<file path="src/rtl/depthwise_conv2d_fp16_macros.svh">
// Assertion helpers for the RTL; dwc_back.sv includes them.
`ifndef DEPTHWISE_CONV2D_FP16_MACROS_SVH
`define DEPTHWISE_CONV2D_FP16_MACROS_SVH

// Same-cycle implication, disabled while reset is asserted.
`define DWC_ASSERT_IMP(lbl, ck, rn, ante, cons, msg) \
	lbl: assert property (@(posedge ck) disable iff (!rn) (ante) |-> (cons)) \
		else $error(msg);

// Next-cycle implication, disabled while reset is asserted.
`define DWC_ASSERT_NEXT(lbl, ck, rn, ante, cons, msg) \
	lbl: assert property (@(posedge ck) disable iff (!rn) (ante) |=> (cons)) \
		else $error(msg);

`endif

</file>
<file path="src/rtl/dwc_pkg.sv">
`timescale 1ns / 1ps
package dwc_pkg;

	localparam int DEF_MAX_IN_HEIGHT = 64;
	localparam int DEF_MAX_IN_WIDTH  = 64;
	localparam int DEF_MAX_KERNEL    = 8;
	localparam int QUEUE_DEPTH       = 2;

	localparam logic [15:0] HALF_SIX  = 16'h4600;
	localparam logic [15:0] HALF_QNAN = 16'h7E00;
	localparam logic [14:0] HALF_INF  = 15'h7C00;

	typedef enum logic [1:0] {
		OP_PIXEL  = 2'd0,
		OP_WEIGHT = 2'd1,
		OP_BIAS   = 2'd2,
		OP_CONV   = 2'd3
	} op_t;

	typedef enum logic [2:0] {
		CFG_IN_HEIGHT  = 3'd0,
		CFG_IN_WIDTH   = 3'd1,
		CFG_KERNEL_H   = 3'd2,
		CFG_KERNEL_W   = 3'd3,
		CFG_STRIDE     = 3'd4,
		CFG_PAD        = 3'd5,
		CFG_DILATION   = 3'd6,
		CFG_ACTIVATION = 3'd7
	} cfg_idx_t;

	typedef enum logic [1:0] {
		ACT_NONE  = 2'd0,
		ACT_RELU  = 2'd1,
		ACT_RELU6 = 2'd2
	} act_t;

	typedef enum logic [2:0] {
		ST_IDLE,
		ST_ROW,
		ST_COL,
		ST_READ,
		ST_MAC,
		ST_ACT
	} bk_state_t;

	// One queued command.
	typedef struct packed {
		op_t         op;
		logic [5:0]  row;
		logic [5:0]  col;
		logic [15:0] value;
	} q_item_t;

	// Queue head as seen by the back end.
	typedef struct packed {
		logic    valid;
		q_item_t item;
	} q_head_t;

	typedef struct packed {
		logic [6:0] in_height;
		logic [6:0] in_width;
		logic [3:0] kernel_height;
		logic [3:0] kernel_width;
		logic [7:0] stride_pair;
		logic [7:0] pad_pair;
		logic [7:0] dilation_pair;
		logic [1:0] activation_mode;
	} cfg_t;

	// Round mag * 2^elsb to half precision, nearest even.
	function automatic logic [15:0] fp16_round(input logic sgn, input logic [23:0] mag,
			input logic signed [8:0] elsb);
		logic signed [9:0] e;
		logic signed [9:0] ee;
		logic signed [9:0] sh;
		logic [4:0]  p;
		logic [47:0] ext;
		logic [23:0] q;
		logic [23:0] rem;
		logic        up;
		logic [16:0] h;
		logic [15:0] r;
		p = 5'd0;
		for (int i = 0; i < 24; i++) begin
			if (mag[i]) p = 5'(i);
		end
		e = $signed({5'b0, p}) + 10'(elsb);
		ee = (e < -10'sd14) ? -10'sd14 : e;
		sh = ee - 10'sd10 - 10'(elsb);
		ext = '0;
		if (sh <= 10'sd0) begin
			q = mag << 5'(-sh);
			rem = '0;
		end else begin
			ext = {mag, 24'b0} >> 6'(sh);
			q = ext[47:24];
			rem = ext[23:0];
		end
		up = (rem > 24'h800000) || ((rem == 24'h800000) && q[0]);
		h = {2'b0, 5'(ee + 10'sd14), 10'b0} + 17'(q) + 17'(up);
		if (mag == '0) begin
			r = {sgn, 15'b0};
		end else if (e > 10'sd15 || h >= 17'(HALF_INF)) begin
			r = {sgn, HALF_INF};
		end else begin
			r = {sgn, h[14:0]};
		end
		return r;
	endfunction

endpackage

</file>
<file path="src/rtl/dwc_if.sv">
`timescale 1ns / 1ps
// Command channel.
interface dwc_cmd_if;
	logic        valid;
	logic        ready;
	logic [1:0]  command;
	logic [5:0]  row;
	logic [5:0]  col;
	logic [15:0] value;
	modport source (output valid, command, row, col, value, input ready);
	modport sink (input valid, command, row, col, value, output ready);
endinterface


</file>
<file path="src/rtl/dwc_front.sv">
`timescale 1ns / 1ps
module dwc_front import dwc_pkg::*; #(
	parameter int MAX_IN_HEIGHT = DEF_MAX_IN_HEIGHT,
	parameter int MAX_IN_WIDTH  = DEF_MAX_IN_WIDTH,
	parameter int MAX_KERNEL    = DEF_MAX_KERNEL
) (
	input  logic      clk,
	input  logic      arst_n,
	dwc_cmd_if.sink   cmd,
	output q_head_t   head,
	input  logic      pop
);

	q_item_t    fifo_q [QUEUE_DEPTH];
	logic       wr_ptr_q;
	logic       rd_ptr_q;
	logic [1:0] count_q;
	q_item_t    item;
	logic       drop;
	logic       push;

	// Decode the beat and drop writes that land outside the stores.
	always_comb begin
		item.op = op_t'(cmd.command);
		item.row = cmd.row;
		item.col = cmd.col;
		item.value = cmd.value;
		unique case (item.op)
			OP_PIXEL:  drop = (int'(cmd.row) >= MAX_IN_HEIGHT) || (int'(cmd.col) >= MAX_IN_WIDTH);
			OP_WEIGHT: drop = (int'(cmd.row) >= MAX_KERNEL) || (int'(cmd.col) >= MAX_KERNEL);
			default:   drop = 1'b0;
		endcase
	end

	assign cmd.ready = (count_q != 2'(QUEUE_DEPTH));
	assign push = cmd.valid && cmd.ready && !drop;
	assign head.valid = (count_q != 2'd0);
	assign head.item = fifo_q[rd_ptr_q];

	// Queue storage.
	always_ff @(posedge clk) begin
		if (push) begin
			fifo_q[wr_ptr_q] <= item;
		end
	end

	// Queue pointers and fill count.
	always_ff @(posedge clk or negedge arst_n) begin
		if (!arst_n) begin
			wr_ptr_q <= 1'b0;
			rd_ptr_q <= 1'b0;
			count_q <= 2'd0;
		end else begin
			if (push) wr_ptr_q <= !wr_ptr_q;
			if (pop) rd_ptr_q <= !rd_ptr_q;
			count_q <= count_q + 2'(push) - 2'(pop);
		end
	end

endmodule

</file>
<file path="src/flat_wrapper.sv">
// flat-port wrapper written by rule: the top's interface ports become plain ports
module dwc_front_flat import dwc_pkg::*;
#(
	parameter int MAX_IN_HEIGHT = DEF_MAX_IN_HEIGHT,
	parameter int MAX_IN_WIDTH  = DEF_MAX_IN_WIDTH,
	parameter int MAX_KERNEL    = DEF_MAX_KERNEL
)
  (clk, arst_n, head, pop, cmd_valid, cmd_command, cmd_row, cmd_col, cmd_value, cmd_ready);
  dwc_cmd_if cmd_i ();
  input  logic clk;
  input  logic arst_n;
  output q_head_t head;
  input  logic pop;
  input wire logic [$bits(cmd_i.valid)-1:0] cmd_valid;
  input wire logic [$bits(cmd_i.command)-1:0] cmd_command;
  input wire logic [$bits(cmd_i.row)-1:0] cmd_row;
  input wire logic [$bits(cmd_i.col)-1:0] cmd_col;
  input wire logic [$bits(cmd_i.value)-1:0] cmd_value;
  output wire logic [$bits(cmd_i.ready)-1:0] cmd_ready;
  assign cmd_i.valid = cmd_valid;
  assign cmd_i.command = cmd_command;
  assign cmd_i.row = cmd_row;
  assign cmd_i.col = cmd_col;
  assign cmd_i.value = cmd_value;
  assign cmd_ready = cmd_i.ready;
  dwc_front #(.MAX_IN_HEIGHT(MAX_IN_HEIGHT), .MAX_IN_WIDTH(MAX_IN_WIDTH), .MAX_KERNEL(MAX_KERNEL)) u_core (.clk(clk), .arst_n(arst_n), .cmd(cmd_i), .head(head), .pop(pop));
endmodule
</file>
<file path="config.mk">
export PLATFORM = sky130hd
export DESIGN_NAME = dwc_front_flat
export DESIGN_NICKNAME = d
export VERILOG_FILES = /design/src/rtl/depthwise_conv2d_fp16_macros.svh /design/src/rtl/dwc_pkg.sv /design/src/rtl/dwc_if.sv /design/src/rtl/dwc_front.sv /design/src/flat_wrapper.sv
export SDC_FILE = /design/constraint.sdc
export NUM_CORES = 1
export LEC_CHECK = 0
export BUFFER_PORTS_ARGS = -buffer_cell sky130_fd_sc_hd__buf_2
export CORE_MARGIN = 1.5
export CORE_UTILIZATION = 45
export DETAILED_ROUTE_END_ITERATION = 12
export HOLD_SLACK_MARGIN = 0.08
export PLACE_DENSITY = 0.72
export RECOVER_POWER = 25
export SYNTH_ARGS = -nofsm -noshare
export SYNTH_HDL_FRONTEND = slang
export SYNTH_SLANG_ARGS = --single-unit
</file>
<file path="constraint.sdc">
create_clock -name clk -period 1.8 [get_ports clk]
set_input_delay 0.27 -clock clk [delete_from_list [all_inputs] [get_ports clk]]
set_output_delay 0.27 -clock clk [all_outputs]
set_load 0.02 [all_outputs]
</file>
==> flow_summary_export.csv <==
group,metric,value,unit
placed_design,dp_hpwl,2.96,mm
synth,ys.flop_type,"edfxtp_1",
sta,slew_viol_final,0,
detailed_routing,drt.antenna.violating_nets,0,
cells_and_area,layout_common_cells,"60 x edfxtp_1, 53 x buf_2, 30 x mux2_2, 13 x clkbuf_1, 9 x clkbuf_8",
placed_design,dpl_cell_area,2880,µm²
detailed_routing,first_pass_iters,4,
detailed_routing,route.detailed.drc,0,
synth,synth_seq_cells,64,
critical_path,crit_required,1530,ps
floorplanning,start_util,0.468,
sta,fin_skew,6.26,ps
critical_path,end_kind,"primary output",
synth,ys_warn_count,0,
clock_network,cts-buffers-inserted,9,
floorplanning,die_x,75.9,µm
critical_path,arrival,1470,ps
synth,synth_edf_count,60,
sta,tightest_slew,244,ps
sta,period_minus_slack,1740,ps
synth,synth_cell_types,17,
power_and_ir_drop,ir_drop,0.00101,V
floorplanning,row_count,26,
floorplanning,core_area,5110,µm²
synth,synth_area,2390,µm²
outcome,status,"complete, no violations",
detailed_routing,vias_per_cell,4.72,
worst_hold_path,min_path_type,"input pin to flop",
sta,min_period_over_period,0.967,
clock_network,cts.sinks,64,
detailed_routing,drt_iter0_drc,68,
cells_and_area,postLayoutCoreUtil,0.598,
grt,grt_start_max_net_pins,32,
clock_network,clk_latency,330,ps
cells_and_area,fin_nets,230,
cells_and_area,final_layout_size_suffix_gt1_frac,0.543,
floorplanning,io_pins,66,
power_and_ir_drop,cellPowerDensity,1530,nW/µm²
detailed_routing,wl_per_cell,15.5,µm
cells_and_area,final_common_cell,"edfxtp_1",
flow_run,cap_viol_max_count,0,
cells_and_area,n_antenna_cell,0,
sta,finalHoldViolations,0,
detailed_routing,routed_wl,4.16,mm
cells_and_area,area_growth_syn_to_layout,27.8,%
sta,tns,0,ps
grt,antenna_found_initial,0,
critical_path,cp_max_fo,31,
clock_network,cts_tree,"built",
grt,grt_usage,0.162,
critical_path,crit_type,"flop to primary output",
sta,finalSetupViolCount,0,
synth,syn_area_per_cell,21.2,µm²
placed_design,finalWeightedCongestion,0.712,
sta,rsz0062_at_grt,"false",
clock_network,cts_resized,0,
grt,grt_pass1_wl,6.84,mm
cells_and_area,fin_area,3060,µm²
clock_network,cts-htree-levels,3,
detailed_routing,vias,1271,
sta,max_freq,0.575,GHz
synth,yosysSeqAreaShare,0.795,
power_and_ir_drop,leakagePower,1.14,nW
synth,postSynthCellCount,113,
synth,synthArstFlopShare,0.0625,
placed_design,io_buffers,65,
synth,syn_nets,149,
clock_network,cts.clk_slew.worst_paths,60,ps
floorplanning,die_h,75.9,µm
floorplanning,dieArea,5760,µm²
clock_network,clock-root-buffer,"clkbuf_8",
grt,grt-ovfl-total,0,
critical_path,cp-start-kind,"flop",
power_and_ir_drop,fin_total_pwr,4.69,mW
sta,slew_headroom,0.835,
grt,first_global_vias,1404,
clock_network,cts_buffer_depth,2,
==> critical path, cell delays in order, from the launching register on <==
cell,delay [ps]
dfrtp_1,370
buf_12,210
mux2_2,380
buf_2,160
==> path summary, 6_finish.rpt <==
check	from	end	slack, ps	cells after the start
min in group asynchronous	arst_n	u_core.count_q[1]	270	2
hold reg to reg	u_core.count_q[1]	u_core.count_q[1]	500	1
setup reg to reg	u_core.count_q[1]	u_core.fifo_q[1][27]	360	4
setup / recovery	u_core.rd_ptr_q	head[9]	60	3
max in group asynchronous	arst_n	u_core.wr_ptr_q	1420	2
hold / removal	cmd_value[0]	u_core.fifo_q[1][0]	130	1
==> what timing repair did <==
item                      4_1_cts  5_1_grt
hold endpoints to repair        4        0
setup buffers                   0        0
hold buffers                    1        0
==> layout make-up <==
type,instances,area (µm²)
clock buffer,11,131
clock inverter,5,47.5
fill,396,2050
inverter,2,7.51
multi-input combinational,44,470
sequential,64,1900
tap,70,87.6
timing repair buffer,73,410
==> sequential cells by signal, summed over array words and instances, names as in the netlist <==
name	count
u_core.count_q	2
u_core.fifo_q	60
u_core.rd_ptr_q	1
u_core.wr_ptr_q	1
==> power by group <==
part	switching, mW	internal [mW]
clock network	0.484	0.626
logic	0.892	0.686
registers	0.0795	1.92
==> kinds of logic (layout without fill, tap and decap cells) <==
logic type,Yosys count,after routing,synth area share
muxes,30,30,0.141
DFF,64,64,0.795
xor gates and xnor gates,4,4,0.0178
adders and majority gates,2,2,0.0105
AOI/OAI and AO/OA,2,2,0.00889
and+or+nand+nor,6,6,0.0173
buffers and inverters,5,91,0.00941
==> cell usage after synthesis, types with 2 or more instances <==
| library cell | number | area share |
|---|---|---|
| xnor2_1 | 2 | 0.0073 |
| dfrtp_1 | 4 | 0.042 |
| ha_1 | 2 | 0.010 |
| inv_1 | 2 | 0.0031 |
| edfxtp_1 | 60 | 0.75 |
| buf_2 | 3 | 0.0063 |
| mux2_2 | 30 | 0.14 |
==> per-stage QoR <==
step           std cells  hold WS (ps)  setup WS (ps)
2_1_floorplan        113         -25.6           90.1
3_3_place_gp         252          75.9            121
3_5_place_dp         252          79.7           85.1
4_1_cts              269           106           49.2
5_1_grt              269           105           7.50
6_report             269           127           59.5
==> metal layers <==
metal  track usage  vias to the layer above  part of all wire
met5             0                        -                 0
li1              -                      607                 -
met1         0.194                      604              0.44
met3        0.0880                        5             0.082
met2         0.250                       55              0.47
met4        0.0556                        0             0.010
Power figures use the tool's default switching activity.
